`config.mk`:
```
export PLATFORM = sky130hd
export DESIGN_NAME = age_group_weighted_histogram_flat
export DESIGN_NICKNAME = d
export VERILOG_FILES = /design/src/design/agwh_pkg.sv /design/src/design/agwh_if.sv /design/src/design/agwh_ram.sv /design/src/design/age_group_weighted_histogram.sv /design/src/flat_wrapper.sv
export SDC_FILE = /design/constraint.sdc
export NUM_CORES = 1
export LEC_CHECK = 0
export ABC_AREA = 1
export BUFFER_PORTS_ARGS = -buffer_cell sky130_fd_sc_hd__buf_2
export CORE_MARGIN = 1
export CORE_UTILIZATION = 41
export DETAILED_ROUTE_END_ITERATION = 16
export GPL_ROUTABILITY_DRIVEN = 0
export SLEW_MARGIN = 40
export SYNTH_ARGS = -nofsm -noshare
export SYNTH_HDL_FRONTEND = slang
export SYNTH_HIERARCHICAL = 1
export SYNTH_SLANG_ARGS = --single-unit
```
`constraint.sdc`:
```
create_clock -name clk -period 16.4 [get_ports clk]
set_input_delay 2.46 -clock clk [delete_from_list [all_inputs] [get_ports clk]]
set_output_delay 2.46 -clock clk [all_outputs]
set_load 0.01 [all_outputs]
```
`src/design/agwh_pkg.sv`:
```
`default_nettype none
package agwh_pkg;

  localparam int KIND_W     = 1;
  localparam int AGE_W      = 16;
  localparam int WEIGHT_W   = 32;
  localparam int TOTAL_W    = 48;
  localparam int BIN_IDX_W  = 3;
  localparam int LIMIT_W    = 3;
  localparam int CFG_IDX_W  = 3;
  localparam int CFG_DATA_W = 16;

  // Edge registers in the register map, whatever the parameter says
  localparam int NUM_EDGE_REGS = 6;

  localparam logic [TOTAL_W-1:0] TOTAL_MAX = {TOTAL_W{1'b1}};

  localparam logic [LIMIT_W-1:0] LIMIT_RESET = 3'd1;
  localparam logic [AGE_W-1:0] EDGE_RESET [NUM_EDGE_REGS] =
    '{16'd10, 16'd20, 16'd30, 16'd40, 16'd50, 16'd60};

  // Register map
  localparam logic [CFG_IDX_W-1:0] REG_LIMIT  = 3'd0;
  localparam logic [CFG_IDX_W-1:0] REG_EDGE_A = 3'd1;

  // Request kinds
  localparam logic [KIND_W-1:0] KIND_ADD  = 1'b0;
  localparam logic [KIND_W-1:0] KIND_READ = 1'b1;

  typedef enum logic {
    ST_IDLE,
    ST_READ
  } state_t;

endpackage
`default_nettype wire

```
`src/design/agwh_if.sv`:
```
`default_nettype none
interface agwh_in_if;
  import agwh_pkg::*;

  logic                valid;
  logic                ready;
  logic [KIND_W-1:0]   kind;
  logic [AGE_W-1:0]    age;
  logic                age_missing;
  logic [WEIGHT_W-1:0] weight;

  modport source (output valid, kind, age, age_missing, weight, input ready);
  modport sink   (input valid, kind, age, age_missing, weight, output ready);
endinterface

interface agwh_out_if;
  import agwh_pkg::*;

  logic                 valid;
  logic                 ready;
  logic [BIN_IDX_W-1:0] bin_index;
  logic [TOTAL_W-1:0]   bin_total;
  logic                 last;

  modport source (output valid, bin_index, bin_total, last, input ready);
  modport sink   (input valid, bin_index, bin_total, last, output ready);
endinterface
`default_nettype wire

```
`src/design/agwh_ram.sv`:
```
`default_nettype none
module agwh_ram #(
  parameter int WIDTH = 48,
  parameter int DEPTH = 8
) (
  input  wire logic                     clk,
  input  wire logic                     we,
  input  wire logic [$clog2(DEPTH)-1:0] waddr,
  input  wire logic [WIDTH-1:0]         wdata,
  input  wire logic                     re,
  input  wire logic [$clog2(DEPTH)-1:0] raddr,
  output      logic [WIDTH-1:0]         rdata
);

  logic [WIDTH-1:0] mem_r [DEPTH];

  always_ff @(posedge clk) begin
    if (we) begin
      mem_r[waddr] <= wdata;
    end
  end

  // Read data holds while re is low
  always_ff @(posedge clk) begin
    if (re) begin
      rdata <= mem_r[raddr];
    end
  end

endmodule
`default_nettype wire

```
`src/design/age_group_weighted_histogram.sv`:
```
`default_nettype none
// Weighted histogram with programmable bin edges.
// in_req carries one request: an add (kind 0) puts its weight into the bin
// chosen by comparing age against the active edges in parallel, or into
// the missing bin when age_missing is set. A readout (kind 1) returns one
// result per bin on out_rsp, bins 0..n then the missing bin with last set,
// and clears every bin.
// Adds are taken one per cycle while no readout is running: the bin total is
// read from the RAM, added with saturation in the next cycle and written back,
// with the previous write forwarded when two adds hit the same bin.
// A readout streams its n+2 results at one per cycle while out_rsp does not
// stall, set by the single RAM read port; in_req.ready stays low until the last
// result has moved into the output register. The first result passes the read
// state, the RAM read register and the output register before it shows.
// A stall on out_rsp holds the output register and pauses the RAM reads.
// cfg_we writes limit_count (index 0) or edge_a..edge_f (1..6) at once;
// write them only while no request is in flight.
// rst_n (synchronous) restores the register reset values and marks all
// bins empty through per-bin valid bits, so no clearing pass is needed.
module age_group_weighted_histogram #(
  parameter int MAX_EDGES = 6
) (
  input  wire logic                           clk,
  input  wire logic                           rst_n,
  agwh_in_if.sink                             in_req,
  agwh_out_if.source                          out_rsp,
  input  wire logic                           cfg_we,
  input  wire logic [agwh_pkg::CFG_IDX_W-1:0]  cfg_index,
  input  wire logic [agwh_pkg::CFG_DATA_W-1:0] cfg_wdata
);
  import agwh_pkg::*;

  localparam int NUM_SLOTS = MAX_EDGES + 2;
  localparam int SLOT_W    = $clog2(NUM_SLOTS);
  localparam logic [SLOT_W-1:0] MISSING_SLOT = SLOT_W'(MAX_EDGES + 1);

  // Configuration
  logic [LIMIT_W-1:0] limit_count_r;
  logic [AGE_W-1:0]   edge_r [NUM_EDGE_REGS];

  always_ff @(posedge clk) begin
    if (!rst_n) begin
      limit_count_r <= LIMIT_RESET;
      for (int i = 0; i < NUM_EDGE_REGS; i++) begin
        edge_r[i] <= EDGE_RESET[i];
      end
    end else if (cfg_we) begin
      if (cfg_index == REG_LIMIT) begin
        limit_count_r <= cfg_wdata[LIMIT_W-1:0];
      end
      for (int i = 0; i < NUM_EDGE_REGS; i++) begin
        if (cfg_index == REG_EDGE_A + CFG_IDX_W'(i)) begin
          edge_r[i] <= cfg_wdata[AGE_W-1:0];
        end
      end
    end
  end

  logic [LIMIT_W-1:0] n_eff;
  assign n_eff = (limit_count_r > LIMIT_W'(MAX_EDGES)) ? LIMIT_W'(MAX_EDGES)
                                                        : limit_count_r;

  // Bin selection
  logic [SLOT_W-1:0] age_slot;
  logic [SLOT_W-1:0] add_slot;

  always_comb begin
    age_slot = '0;
    for (int i = 0; i < NUM_EDGE_REGS; i++) begin
      if ((LIMIT_W'(i) < n_eff) && (edge_r[i] <= in_req.age)) begin
        age_slot = age_slot + SLOT_W'(1);
      end
    end
    add_slot = in_req.age_missing ? MISSING_SLOT : age_slot;
  end

  // Control
  state_t state_r, state_nxt;
  logic   in_ready;
  logic   rd_active;
  logic   in_acc;
  logic   add_issue;
  logic   rd_issue;
  logic   rd_last;
  logic   load_out;

  logic [SLOT_W-1:0] rd_cnt_r, rd_cnt_nxt;
  logic              rd_done_r, rd_done_nxt;
  logic              pend_r, pend_nxt;
  logic [SLOT_W-1:0] pend_idx_r;
  logic              pend_last_r;
  logic              pend_hit_r;

  assign in_acc    = in_req.valid && in_ready;
  assign add_issue = in_acc && (in_req.kind == KIND_ADD);
  assign load_out  = pend_r && (!out_rsp.valid || out_rsp.ready);
  assign rd_issue  = rd_active && !rd_done_r && (!pend_r || load_out);
  assign rd_last   = (rd_cnt_r == SLOT_W'(n_eff) + SLOT_W'(1));

  always_comb begin
    state_nxt = state_r;
    case (state_r)
      ST_IDLE: begin
        if (in_acc && (in_req.kind == KIND_READ)) begin
          state_nxt = ST_READ;
        end
      end
      ST_READ: begin
        if (rd_done_r && (!pend_r || load_out)) begin
          state_nxt = ST_IDLE;
        end
      end
      default: state_nxt = ST_IDLE;
    endcase
  end

  always_comb begin
    in_ready  = 1'b0;
    rd_active = 1'b0;
    case (state_r)
      ST_IDLE: in_ready  = 1'b1;
      ST_READ: rd_active = 1'b1;
      default: in_ready  = 1'b0;
    endcase
  end

  assign in_req.ready = in_ready;

  always_comb begin
    rd_cnt_nxt  = rd_cnt_r;
    rd_done_nxt = rd_done_r;
    if (in_acc && (in_req.kind == KIND_READ)) begin
      rd_cnt_nxt  = '0;
      rd_done_nxt = 1'b0;
    end else if (rd_issue) begin
      rd_cnt_nxt  = rd_cnt_r + SLOT_W'(1);
      rd_done_nxt = rd_last;
    end
    pend_nxt = rd_issue ? 1'b1 : (load_out ? 1'b0 : pend_r);
  end

  // RAM access
  logic              ram_re;
  logic [SLOT_W-1:0] ram_raddr;
  logic [TOTAL_W-1:0] ram_rdata;
  logic              ram_we;
  logic [SLOT_W-1:0] ram_waddr;
  logic [TOTAL_W-1:0] ram_wdata;
  logic [SLOT_W-1:0] rd_addr;

  assign rd_addr   = rd_last ? MISSING_SLOT : rd_cnt_r;
  assign ram_re    = add_issue || rd_issue;
  assign ram_raddr = rd_issue ? rd_addr : add_slot;

  agwh_ram #(
    .WIDTH (TOTAL_W),
    .DEPTH (NUM_SLOTS)
  ) u_bins (
    .clk   (clk),
    .we    (ram_we),
    .waddr (ram_waddr),
    .wdata (ram_wdata),
    .re    (ram_re),
    .raddr (ram_raddr),
    .rdata (ram_rdata)
  );

  // Bin valid bits: an empty bin reads as zero
  logic [NUM_SLOTS-1:0] valid_r;

  always_ff @(posedge clk) begin
    if (!rst_n) begin
      valid_r <= '0;
    end else if (rd_issue && rd_last) begin
      valid_r <= '0;
    end else if (ram_we) begin
      valid_r[ram_waddr] <= 1'b1;
    end
  end

  // Add update stage
  logic               s1_valid_r;
  logic [SLOT_W-1:0]  s1_slot_r;
  logic [WEIGHT_W-1:0] s1_weight_r;
  logic               s1_hit_r;
  logic               fw_valid_r;
  logic [SLOT_W-1:0]  fw_slot_r;
  logic [TOTAL_W-1:0] fw_data_r;
  logic [TOTAL_W-1:0] s1_base;
  logic [TOTAL_W:0]   s1_sum;

  always_comb begin
    if (fw_valid_r && (fw_slot_r == s1_slot_r)) begin
      s1_base = fw_data_r;
    end else if (s1_hit_r) begin
      s1_base = ram_rdata;
    end else begin
      s1_base = '0;
    end
    s1_sum = {1'b0, s1_base} + (TOTAL_W + 1)'(s1_weight_r);
  end

  assign ram_we    = s1_valid_r;
  assign ram_waddr = s1_slot_r;
  assign ram_wdata = s1_sum[TOTAL_W] ? TOTAL_MAX : s1_sum[TOTAL_W-1:0];

  always_ff @(posedge clk) begin
    s1_slot_r   <= add_slot;
    s1_weight_r <= in_req.weight;
    s1_hit_r    <= valid_r[add_slot];
    fw_slot_r   <= s1_slot_r;
    fw_data_r   <= ram_wdata;
  end

  // Readout and output register
  logic                 out_valid_r;
  logic [BIN_IDX_W-1:0] out_bin_index_r;
  logic [TOTAL_W-1:0]   out_bin_total_r;
  logic                 out_last_r;

  always_ff @(posedge clk) begin
    if (rd_issue) begin
      pend_idx_r  <= rd_cnt_r;
      pend_last_r <= rd_last;
      pend_hit_r  <= valid_r[rd_addr];
    end
    if (load_out) begin
      out_bin_index_r <= BIN_IDX_W'(pend_idx_r);
      out_bin_total_r <= pend_hit_r ? ram_rdata : '0;
      out_last_r      <= pend_last_r;
    end
  end

  always_ff @(posedge clk) begin
    if (!rst_n) begin
      state_r     <= ST_IDLE;
      rd_cnt_r    <= '0;
      rd_done_r   <= 1'b0;
      pend_r      <= 1'b0;
      s1_valid_r  <= 1'b0;
      fw_valid_r  <= 1'b0;
      out_valid_r <= 1'b0;
    end else begin
      state_r    <= state_nxt;
      rd_cnt_r   <= rd_cnt_nxt;
      rd_done_r  <= rd_done_nxt;
      pend_r     <= pend_nxt;
      s1_valid_r <= add_issue;
      fw_valid_r <= s1_valid_r;
      if (load_out) begin
        out_valid_r <= 1'b1;
      end else if (out_rsp.ready) begin
        out_valid_r <= 1'b0;
      end
    end
  end

  assign out_rsp.valid     = out_valid_r;
  assign out_rsp.bin_index = out_bin_index_r;
  assign out_rsp.bin_total = out_bin_total_r;
  assign out_rsp.last      = out_last_r;

endmodule
`default_nettype wire

```
`src/flat_wrapper.sv`:
```
// flat-port wrapper written by rule: the top's interface ports become plain ports
module age_group_weighted_histogram_flat import agwh_pkg::*;
#(
  parameter int MAX_EDGES = 6
)
  (clk, rst_n, cfg_we, cfg_index, cfg_wdata, in_req_valid, in_req_kind, in_req_age, in_req_age_missing, in_req_weight, in_req_ready, out_rsp_valid, out_rsp_bin_index, out_rsp_bin_total, out_rsp_last, out_rsp_ready);
  agwh_in_if in_req_i ();
  agwh_out_if out_rsp_i ();
  input  wire logic clk;
  input  wire logic rst_n;
  input  wire logic cfg_we;
  input  wire logic [agwh_pkg::CFG_IDX_W-1:0] cfg_index;
  input  wire logic [agwh_pkg::CFG_DATA_W-1:0] cfg_wdata;
  input wire logic [$bits(in_req_i.valid)-1:0] in_req_valid;
  input wire logic [$bits(in_req_i.kind)-1:0] in_req_kind;
  input wire logic [$bits(in_req_i.age)-1:0] in_req_age;
  input wire logic [$bits(in_req_i.age_missing)-1:0] in_req_age_missing;
  input wire logic [$bits(in_req_i.weight)-1:0] in_req_weight;
  output wire logic [$bits(in_req_i.ready)-1:0] in_req_ready;
  output wire logic [$bits(out_rsp_i.valid)-1:0] out_rsp_valid;
  output wire logic [$bits(out_rsp_i.bin_index)-1:0] out_rsp_bin_index;
  output wire logic [$bits(out_rsp_i.bin_total)-1:0] out_rsp_bin_total;
  output wire logic [$bits(out_rsp_i.last)-1:0] out_rsp_last;
  input wire logic [$bits(out_rsp_i.ready)-1:0] out_rsp_ready;
  assign in_req_i.valid = in_req_valid;
  assign in_req_i.kind = in_req_kind;
  assign in_req_i.age = in_req_age;
  assign in_req_i.age_missing = in_req_age_missing;
  assign in_req_i.weight = in_req_weight;
  assign in_req_ready = in_req_i.ready;
  assign out_rsp_valid = out_rsp_i.valid;
  assign out_rsp_bin_index = out_rsp_i.bin_index;
  assign out_rsp_bin_total = out_rsp_i.bin_total;
  assign out_rsp_last = out_rsp_i.last;
  assign out_rsp_i.ready = out_rsp_ready;
  age_group_weighted_histogram #(.MAX_EDGES(MAX_EDGES)) u_core (.clk(clk), .rst_n(rst_n), .in_req(in_req_i), .out_rsp(out_rsp_i), .cfg_we(cfg_we), .cfg_index(cfg_index), .cfg_wdata(cfg_wdata));
endmodule
```
==> PnR_summary.wiki, run 1 <==
{| class="wikitable"
! Metric !! Value
|-
| Startpoint class of the critical path || input pin
|-
| Sequential share of the synthesized area || between 60 and 70%
|-
| Num ports || between 100 and 150
|-
| Most frequent cell on the critical path || sky130_fd_sc_hd__nand2_1
|-
| Cell area after synthesis || ~0.032 mm²
|-
| Worst clock skew on the final layout || 0.0288 ns
|-
| Simple-gate portion of the synthesized area || approximately a fifth
|-
| # Post-CTS Setup Buffers || 0
|-
| Share of final-layout standard cells stronger than drive strength 1 || 9.01%
|-
| Number of DRC violations after detailed-routing iteration 0 || around 1600
|-
| Top-area cell type share of the netlist area || between 50% and 60%
|-
| Die W || about 280 µm
|-
| Total setup violations reported at the end of the flow || 0
|-
| Maximum number of pins on one net before global-route repair || around 120
|-
| Critical path type || in -> reg
|-
| Diode count || 0
|-
| Starting density of the core || 41.5%
|-
| Class of the tightest hold or removal check || reg -> reg
|-
| Parity-gate share of the synthesized area counting xor and xnor cells || 0.945%
|-
| P&R area growth vs syn || 13.2%
|-
| Maximum clock rate || 0.115 GHz
|-
| Count of port buffers added during placement || about 130
|-
| Clock slew at reported path FFs || ~0.06 ns
|-
| Die ar. || between 0.07 and 0.08 mm²
|-
| Count of mapped cells out of synthesis || about 3300
|-
| Bufs on Longest Clock Path || 3
|-
| CP Max Fanout || between 50 and 60
|-
| Vias per std cell || ~4.8
|-
| Most common cell after layout, fill and taps aside || sky130_fd_sc_hd__nand2_1
|-
| Post-Synth Adder-Cell Area || ~5.3%
|-
| Floorplan row count || 102
|-
| Vias in the first global route || between 20000 and 25000
|-
| Synth Net Count || about 3600
|-
| Worst endpoint data arrival time || around 9 ns
|-
| Predominant post-synthesis flop cell || sky130_fd_sc_hd__edfxtp_1
|-
| Share of synthesized registers carrying an async set or reset || 0%
|-
| Static leakage power || 16.6 nW
|-
| Fin Setup TNS || 0 ns
|-
| Required time of the worst setup path || about 17 ns
|-
| Area leader, netlist || sky130_fd_sc_hd__edfxtp_1
|-
| Post-DP HPWL || 46600 µm
|-
| Crit path time final || about 8.7 ns
|-
| Worst-Skew Late Latency || between 0.6 and 0.7 ns
|-
| Worst max-slew margin expressed relative to the limit || a little over two fifths
|-
| Max_cap viols || 0
|-
| Final net count || ~3700
|-
| TritonCTS Buffers || between 70 and 80
|-
| Max Transition Viols Final || 0
|-
| Worst Reg2Reg Path Length in Cells || 32
|-
| Routed length per placed instance || 16.8 µm
|-
| Vertical die dimension || 282 µm
|-
| Hold slack || 0.415 ns
|-
| First-pass detailed-route iteration total || 6
|-
| Final number of hold-violating endpoints || 0
|-
| Final routed DRC violation total || 0
|-
| RSZ-0062 raised after global routing || false
|-
| Sum of overflow across all layers after global routing || 0
|-
| Count of state elements after synthesis || 692
|-
| H-tree Lvls || 3
|-
| Yosys warnings || 6
|-
| Endpoint class of the critical path || flip-flop
|-
| Slowest cell on crit path || sky130_fd_sc_hd__clkinv_2
|-
| Hold-fix buffer count after cts || 0
|-
| Post-detailed-route count of antenna-violating nets || 0
|-
| Multiplexer share of the synthesized area || 0%
|-
| Number of antenna violations at the first check in global routing || 1
|-
| Leading cell types in the layout, fill and taps excluded || sky130_fd_sc_hd__nand2_1 (979), sky130_fd_sc_hd__inv_1 (600), sky130_fd_sc_hd__edfxtp_1 (585)
|-
| Cell types occupying the most area after synthesis || sky130_fd_sc_hd__edfxtp_1 (55%), sky130_fd_sc_hd__nand2_1 (11%), sky130_fd_sc_hd__inv_1 (7.0%), sky130_fd_sc_hd__dfxtp_1 (6.7%), sky130_fd_sc_hd__ha_1 (5.3%)
|-
| Total Wirelength || between 70000 and 80000 µm
|-
| VDD IR max || 79.0 µV
|-
| Area of the core || roughly 0.078 mm²
|-
| Dominant combinational cell family by area after synthesis || simple AND/OR/NAND/NOR gates
|-
| Total of cells resized after clock tree synthesis || 0
|-
| Clock tree from TritonCTS || built
|-
| Power per Cell Area || 123 mW/mm²
|-
| Fraction of the mapped netlist area in compound gates || under 10%
|-
| Synth cell types || 52
|-
| Via Count || around 22000
|-
| Sink count of the clock tree || between 600 and 700
|-
| Root Buffer Master || sky130_fd_sc_hd__clkbuf_16
|-
| Register-to-register path setup slack || 9.46 ns
|-
| Actual transition at the worst max-transition pin || roughly 0.85 ns
|-
| Number of flops mapped to enable cells by yosys || 585
|-
| Outcome || finished, final reports clean
|-
| Total global routing track utilization || approximately 20%
|-
| Post-route clock period utilization || a little over half
|-
| Delay of the slowest critical-path stage || approximately 0.80 ns
|-
| Wire length of the first global-routing pass || around 120000 µm
|-
| Mean instance size in the synthesized netlist || approximately 9.6 µm²
|-
| Depth of the worst hold-timing path || 0
|}
## per-layer routing
metal | GRT usage [%] | up-vias | part of all wire (%)
li1 | - | 11000 | -
met1 | 26.7 | 10200 | 45
met2 | 32.7 | 570 | 47
met3 | 2.60 | 130 | 5.4
met4 | 5.77 | 2 | 2.5
met5 | 0 | - | 0.022
## final cells by class
cell class / count / area, µm²
fill: 7279 / 41200
inverter: 611 / 2300
timing repair buffer: 151 / 891
multi-input combinational: 1939 / 9770
clock buffer: 103 / 2140
sequential: 692 / 19700
tap: 1040 / 1300
clock inverter: 34 / 320
## registers in the layout (all words and copies together) (netlist names), 3 cells and up
| register | flops |
|---|---|
| u_core/edge_r | 96 |
| u_core/rd_cnt_r | 3 |
| u_core/out_rsp.bin_total | 48 |
| u_core/limit_count_r | 3 |
| u_core/fw_data_r | 48 |
| u_core/s1_weight_r | 32 |
| u_core/u_bins/mem_r | 384 |
| u_core/valid_r | 8 |
| u_core/out_rsp.bin_index | 3 |
| u_core/ram_waddr | 3 |
| u_core/u_bins/rdata | 48 |
| u_core/pend_idx_r | 3 |
| u_core/fw_slot_r | 3 |
## synth_stat cells (all sizes together), types with 4 or more instances
| master | number |
|---|---|
| a21o | 5 |
| nand4 | 16 |
| o21a | 6 |
| o21bai | 5 |
| clkbuf | 34 |
| or2 | 12 |
| o21ai | 64 |
| nor2 | 223 |
| xor2 | 20 |
| a21boi | 4 |
| nand3b | 8 |
| buf | 72 |
| dfxtp | 107 |
| edfxtp | 585 |
| xnor2 | 13 |
| a31oi | 8 |
| inv | 610 |
| a21oi | 141 |
| nor4 | 4 |
| ha | 135 |
| nor3 | 13 |
| o221ai | 5 |
| nand3 | 260 |
| nand2 | 984 |
## where the power goes
group          leakage (nW)  internal [W]  switching (W)
logic                  9.15      0.000191       0.000477
clock network          1.19      0.000980       0.000695
registers              6.30       0.00208      0.0000455
## worst paths after layout
check | end | startpoint
max | u_core/u_bins/rdata[29] | in_req_age[1]
max reg2reg | u_core/u_bins/rdata[29] | u_core/edge_r[1][2]
min reg2reg | u_core/out_rsp.bin_index[0] | u_core/pend_idx_r[0]
min | u_core/out_rsp.bin_index[0] | u_core/pend_idx_r[0]
## logic make-up (layout without fill, tap and decap cells)
logic type,after synthesis,after routing
adder cells (fa/ha/maj),136,136
XOR/XNOR,33,33
flip-flops,692,692
AO/OA/AOI/OAI,247,247
AND/OR/NAND/NOR,1523,1523
buffers and inverters,717,899
## per-stage QoR
step                      cells  utilization (%)  setup slack, ns  power, W  instance area, µm²
after global routing       4570             47.0             6.99   0.00467               36400
after detailed placement   4432             43.8             7.08   0.00283               34000
after floorplan            3348                -             9.37   0.00262               32200
after global placement     4431             43.7             7.16   0.00282               33900
final                      4570             47.0             7.67   0.00447               36400
after CTS                  4569             46.9             7.71   0.00451               36400
## worst max-delay path: cells and delay by family
family          cells  cell delay (ns)
buf+inv             8             2.45
simple gates       14             1.55
fa+ha+maj           5             1.36
compound gates      7             1.19
No activity file was read; power rests on OpenSTA's default activity.
==> inputs of run 2 (changes only) <==
Clock period 16.4 ns to 7.2 ns, I/O delays scaled along.
==> PnR_summary.wiki, run 2 (same netlist as run 1, synthesis figures left out) <==
{| class="wikitable"
! Metric !! Value
|-
| Via Count || around 22000
|-
| Total global routing track utilization || roughly 20%
|-
| Actual transition at the worst max-transition pin || roughly 0.87 ns
|-
| Crit path time final || between 5 and 6 ns
|-
| Cell internal power dissipation || 0.00747 W
|-
| Max_cap viols || 0
|-
| Hold-fix buffer count after cts || 0
|-
| Power per Cell Area || approximately 280 mW/mm²
|-
| Required time of the worst setup path || around 7.6 ns
|-
| Endpoint class of the critical path || flip-flop
|-
| P&R area growth vs syn || 13.8%
|-
| Combinational group share of total power || around 15%
|-
| Outcome || finished, final reports clean
|-
| Hold path start || u_core/pend_idx_r[2]
|-
| Slowest cell on crit path || sky130_fd_sc_hd__clkinv_2
|-
| Max Transition Viols Final || 0
|-
| Final Non-Filler Cells || between 4000 and 5000
|-
| Worst Reg2Reg Path Length in Cells || 31
|-
| Vias per std cell || 4.82
|-
| Share of final-layout standard cells stronger than drive strength 1 || 9.24%
|-
| Registers with the highest flip-flop counts || u_core/u_bins/mem_r (384), u_core/edge_r (96)
|-
| Clock slew at reported path FFs || 0.06 ns
|-
| Vertical die dimension || 282 µm
|-
| Critical path type || in -> reg
|-
| Num ports || about 130
|-
| Sum of overflow across all layers after global routing || 0
|-
| H-tree Lvls || 3
|-
| Total setup violations reported at the end of the flow || 0
|-
| TritonCTS Buffers || 76
|-
| Maximum number of pins on one net before global-route repair || between 100 and 150
|-
| Worst-Skew Late Latency || 0.65 ns
|-
| Routed length per placed instance || ~17 µm
|-
| Die ar. || 0.0796 mm²
|-
| Total of cells resized after clock tree synthesis || 0
|-
| CP Max Fanout || 34
|-
| Post-route clock period utilization || 81.3%
|-
| Most common cell after layout, fill and taps aside || sky130_fd_sc_hd__nand2_1
|-
| Post-DP HPWL || approximately 47000 µm
|-
| Leading cell types in the layout, fill and taps excluded || sky130_fd_sc_hd__nand2_1 (978), sky130_fd_sc_hd__inv_1 (600), sky130_fd_sc_hd__edfxtp_1 (585)
|-
| Total Wirelength || roughly 80000 µm
|-
| Cell count after placement || roughly 4400
|-
| Count of port buffers added during placement || 127
|-
| Terminus of the critical flop-to-flop path || u_core/u_bins/rdata[28]
|-
| Vias in the first global route || roughly 21000
|-
| Final net count || ~3700
|-
| Worst clock skew on the final layout || 0.0361 ns
|-
| Worst max-slew margin expressed relative to the limit || between 40 and 50%
|-
| Utilization after layout || between 40% and 50%
|-
| Diode count || 0
|-
| # Post-CTS Setup Buffers || 0
|-
| Class of the tightest hold or removal check || reg -> reg
|-
| Startpoint class of the critical path || input pin
|-
| Floorplan row count || slightly above 100
|-
| Number of antenna violations at the first check in global routing || 0
|-
| Static leakage power || between 15 and 20 nW
|-
| Number of DRC violations after detailed-routing iteration 0 || 1559
|-
| VDD IR max || between 150 and 200 µV
|-
| Final number of hold-violating endpoints || 0
|-
| Final routed DRC violation total || 0
|-
| Sink count of the clock tree || between 600 and 700
|-
| Post-detailed-route count of antenna-violating nets || 0
|-
| Flip-flop count of the largest register after layout || approximately 380
|-
| Overall Power || just over 0.01 W
|-
| Area of the core || 0.0776 mm²
|-
| Wire length of the first global-routing pass || 120000 µm
|-
| Register-to-register path setup slack || roughly 1.8 ns
|-
| Die W || 282 µm
|-
| Net load switching power || around 0.0028 W
|-
| Root Buffer Master || sky130_fd_sc_hd__clkbuf_16
|-
| Startpoint of the worst-slack reg-to-reg timing path || u_core/edge_r[1][1]
|-
| Switch share || between 20 and 30%
|-
| RSZ-0062 raised after global routing || false
|-
| Maximum clock rate || 0.171 GHz
|-
| Bufs on Longest Clock Path || 3
|-
| Most frequent cell on the critical path || sky130_fd_sc_hd__nand2_1
|-
| Sequential group share of total power || around 47%
|-
| Fin Setup TNS || 0 ns
|-
| Worst endpoint data arrival time || about 6.3 ns
|-
| Relative contribution of the clock network to total power || approximately 38%
|-
| Register containing the most flip-flops in the final layout || u_core/u_bins/mem_r
|-
| First-pass detailed-route iteration total || 5
|-
| Depth of the worst hold-timing path || 0
|-
| Clock tree from TritonCTS || built
|-
| Starting density of the core || about two fifths
|-
| Delay of the slowest critical-path stage || 0.34 ns
|-
| Hold Path Sink || u_core/out_rsp.bin_index[2]
|}
-- run 2: layer usage --
metal  track usage, %  wire length [µm]
met1             26.5             35100
met2             32.8             36400
met3             3.19              4350
met4             6.34              2010
met5                0                 0
-- run 2: critical path, delay by kind of cell --
family | cells | cell delay (ns)
AOI/OAI and AO/OA | 6 | 1.14
and+or+nand+nor | 15 | 1.49
buffers and inverters | 7 | 1.12
adders and majority gates | 5 | 1.35
-- run 2: worst max path at each step --
stage | start | end | slack, ns
after floorplan | in_req_age[3] | u_core/u_bins/rdata[27] | 1.55
after global placement | in_req_age[1] | u_core/u_bins/rdata[31] | 0.85
after detailed placement | in_req_age[3] | u_core/u_bins/rdata[31] | 0.69
after CTS | in_req_age[3] | u_core/u_bins/rdata[31] | 1.32
after global routing | in_req_age[1] | u_core/u_bins/rdata[12] | 0.75
final | in_req_age[3] | u_core/u_bins/rdata[28] | 1.35
-- run 2: power by group through the flow --
stage	clock, W	sequential [W]	combinational (W)
floorplan	0	0.00489	0.00107
global placement	0	0.00493	0.00151
detailed placement	0	0.00494	0.00154
CTS	0.00400	0.00485	0.00155
global route	0.00415	0.00487	0.00175
finish	0.00392	0.00485	0.00154
-- run 2: stage by stage --
stage | hold WS [ns] | worst slack (ns) | area [µm²]
finish | 0.420 | 1.35 | 36600
global route | 0.432 | 0.745 | 36600
CTS | 0.422 | 1.32 | 36600
detailed placement | 0.407 | 0.692 | 34100
global placement | 0.420 | 0.847 | 34000
floorplan | 0.400 | 1.55 | 32200
-- run 2: final cells by class --
type | count | area (µm²)
fill | 7268 | 41000
clock buffer | 101 | 2070
sequential | 692 | 19700
timing repair buffer | 156 | 988
tap | 1040 | 1300
inverter | 611 | 2300
multi-input combinational | 1939 | 9780
clock inverter | 41 | 480
==> inputs of run 3 (changes only) <==
Clock period 7.2 ns to 5.5 ns, I/O delays scaled along.
==> PnR_summary.wiki, run 3 (same netlist as run 1, synthesis figures left out) <==
{| class="wikitable"
! Metric !! Value
|-
| Hold-fix buffer count after cts || 0
|-
| Hold slack || between 0.2 and 0.3 ns
|-
| Cell count after placement || approximately 4500
|-
| Endpoint class of the critical path || flip-flop
|-
| P&R area growth vs syn || 16.8%
|-
| Via Count || ~22000
|-
| Worst endpoint data arrival time || 5.47 ns
|-
| Depth of the worst hold-timing path || 1
|-
| Worst Reg2Reg Path Length in Cells || 31
|-
| VDD IR max || 245 µV
|-
| Required time of the worst setup path || 5.86 ns
|-
| Number of DRC violations after detailed-routing iteration 0 || ~1500
|-
| Relative contribution of the clock network to total power || 38.2%
|-
| Root Buffer Master || sky130_fd_sc_hd__clkbuf_16
|-
| Post-detailed-route count of antenna-violating nets || 0
|-
| Startpoint of the worst-slack reg-to-reg timing path || u_core/edge_r[1][3]
|-
| Starting density of the core || between 40% and 50%
|-
| Vertical die dimension || about 280 µm
|-
| Power per Cell Area || 367 mW/mm²
|-
| Die ar. || between 0.07 and 0.08 mm²
|-
| Max_cap viols || 0
|-
| Diode count || 0
|-
| Register-to-register path setup slack || ~0.39 ns
|-
| TritonCTS Buffers || about 80
|-
| Outcome || finished, final reports clean
|-
| Startpoint class of the critical path || input pin
|-
| Destination of the critical timing path || u_core/u_bins/rdata[23]
|-
| Total global routing track utilization || about 20%
|-
| Num ports || about 130
|-
| Floorplan row count || ~100
|-
| Total Wirelength || between 70000 and 80000 µm
|-
| CP Max Fanout || 20
|-
| Net load switching power || 0.00382 W
|-
| Flip-flop count of the largest register after layout || between 300 and 400
|-
| Most common cell after layout, fill and taps aside || sky130_fd_sc_hd__nand2_1
|-
| Post-DP HPWL || approximately 51000 µm
|-
| Registers with the highest flip-flop counts || u_core/u_bins/mem_r (384), u_core/edge_r (96)
|-
| Final Non-Filler Cells || 4654
|-
| Vias per std cell || just under 5
|-
| Utilization after layout || 48.4%
|-
| Worst-Skew Late Latency || 0.63 ns
|-
| Slowest cell on crit path || sky130_fd_sc_hd__ha_1
|-
| Final net count || around 3800
|-
| Class of the tightest hold or removal check || in -> reg
|-
| Terminus of the critical flop-to-flop path || u_core/u_bins/rdata[23]
|-
| Switch share || 27.7%
|-
| Cell internal power dissipation || 0.00995 W
|-
| Bufs on Longest Clock Path || 3
|-
| Delay of the slowest critical-path stage || just over 0.3 ns
|-
| Total setup violations reported at the end of the flow || 0
|-
| Critical path type || in -> reg
|-
| Crit path time final || about 5.1 ns
|-
| Count of port buffers added during placement || between 100 and 150
|-
| Final number of hold-violating endpoints || 0
|-
| Max Transition Viols Final || 0
|-
| Sequential group share of total power || a little under half
|-
| Clock tree from TritonCTS || built
|-
| Sink count of the clock tree || 692
|-
| Static leakage power || ~17 nW
|-
| Maximum number of pins on one net before global-route repair || between 100 and 150
|-
| Worst clock skew on the final layout || between 0.03 and 0.04 ns
|-
| Leading cell types in the layout, fill and taps excluded || sky130_fd_sc_hd__nand2_1 (980), sky130_fd_sc_hd__inv_1 (598), sky130_fd_sc_hd__edfxtp_1 (585)
|-
| Vias in the first global route || approximately 21000
|-
| Die W || 282 µm
|-
| Overall Power || around 0.014 W
|-
| Number of antenna violations at the first check in global routing || 0
|-
| Register containing the most flip-flops in the final layout || u_core/u_bins/mem_r
|-
| Share of final-layout standard cells stronger than drive strength 1 || 11.7%
|-
| First-pass detailed-route iteration total || 8
|-
| Clock slew at reported path FFs || approximately 0.06 ns
|-
| Maximum clock rate || slightly below 0.2 GHz
|-
| Worst max-slew margin expressed relative to the limit || about half
|-
| Final routed DRC violation total || 0
|-
| Actual transition at the worst max-transition pin || 0.769 ns
|-
| Wire length of the first global-routing pass || 123000 µm
|-
| Sum of overflow across all layers after global routing || 0
|-
| Routed length per placed instance || approximately 17 µm
|-
| Combinational group share of total power || 15.6%
|-
| H-tree Lvls || 3
|-
| Post-route clock period utilization || a little over 90%
|-
| RSZ-0062 raised after global routing || false
|-
| Critical Path Start || in_req_age[1]
|-
| Area of the core || a little under 0.08 mm²
|-
| Most frequent cell on the critical path || sky130_fd_sc_hd__nand2_1
|}
## run 3: cell types whose count changed in the layout (fill, tap and decap cells not counted), moves of 3 or more
cell                         change
sky130_fd_sc_hd__buf_4          +57
sky130_fd_sc_hd__buf_12         +11
sky130_fd_sc_hd__clkbuf_1       -11
sky130_fd_sc_hd__clkinv_1        -6
sky130_fd_sc_hd__buf_16          +5
sky130_fd_sc_hd__clkbuf_16       +5
sky130_fd_sc_hd__clkbuf_8        +5
sky130_fd_sc_hd__buf_8           +4
sky130_fd_sc_hd__inv_4           +4
sky130_fd_sc_hd__inv_6           +4
sky130_fd_sc_hd__buf_6           -3
sky130_fd_sc_hd__bufinv_16       -3
sky130_fd_sc_hd__clkinvlp_4      +3
## run 3: power by group through the flow
stage / Combinational [W] / Sequential (W) / Clock, W
2_1_floorplan: 0.00141 / 0.00640 / 0
3_3_place_gp: 0.00211 / 0.00646 / 0
3_5_place_dp: 0.00214 / 0.00646 / 0
4_1_cts: 0.00216 / 0.00635 / 0.00539
5_1_grt: 0.00243 / 0.00637 / 0.00559
6_report: 0.00215 / 0.00635 / 0.00527
## run 3: timing repair
| item | 4_1_cts | 5_1_grt |
|---|---|---|
| hold endpoints to repair | 0 | 0 |
| setup endpoints to repair | 0 | 48 |
| gates resized for setup | 0 | 9 |
| buffers inserted | 0 | 1 |
## run 3: metal layers
layer / GRT usage, % / vias to the layer above / wire length (µm) / share of wire (%)
met1: 27.1 / 10600 / 35300 / 45
met3: 2.68 / 138 / 4020 / 5.1
met4: 5.60 / 0 / 1970 / 2.5
met2: 34.2 / 540 / 37800 / 48
met5: 0 / - / 0 / 0
li1: - / 11200 / - / -
## run 3: cell type report
cell class	count	area [µm²]
flip-flops and latches	692	19700
well taps	1040	1300
clock inverters	42	435
multi-input cells	1939	9800
inverters	611	2300
fillers	7222	40000
clock buffers	100	2220
repair buffers	230	1800
## run 3: worst max-delay path, delay by kind of cell
kind	cells	cell delay [ns]
xor gates and xnor gates	1	0.15
and+or+nand+nor	13	1.29
adders and majority gates	5	1.30
AOI/OAI and AO/OA	7	1.14
buffers and inverters	7	0.73
## run 3: how the worst min path moves through the flow
stage | from | end
2_1_floorplan | u_core/ram_waddr[0] | u_core/fw_slot_r[0]
3_3_place_gp | u_core/pend_last_r | u_core/out_rsp.last
3_5_place_dp | u_core/pend_idx_r[0] | u_core/out_rsp.bin_index[0]
4_1_cts | in_req_weight[15] | u_core/s1_weight_r[15]
5_1_grt | in_req_weight[15] | u_core/s1_weight_r[15]
6_report | in_req_weight[15] | u_core/s1_weight_r[15]
## run 3: through the flow
stage	instance area (µm²)	TNS (ns)	worst slack, ns
final	37600	0	0.387
after detailed placement	34800	-20.87	-0.451
after CTS	37500	0	0.182
after global placement	34600	-13.08	-0.287
after global routing	37600	0	0.00997
after floorplan	32200	0	0.109
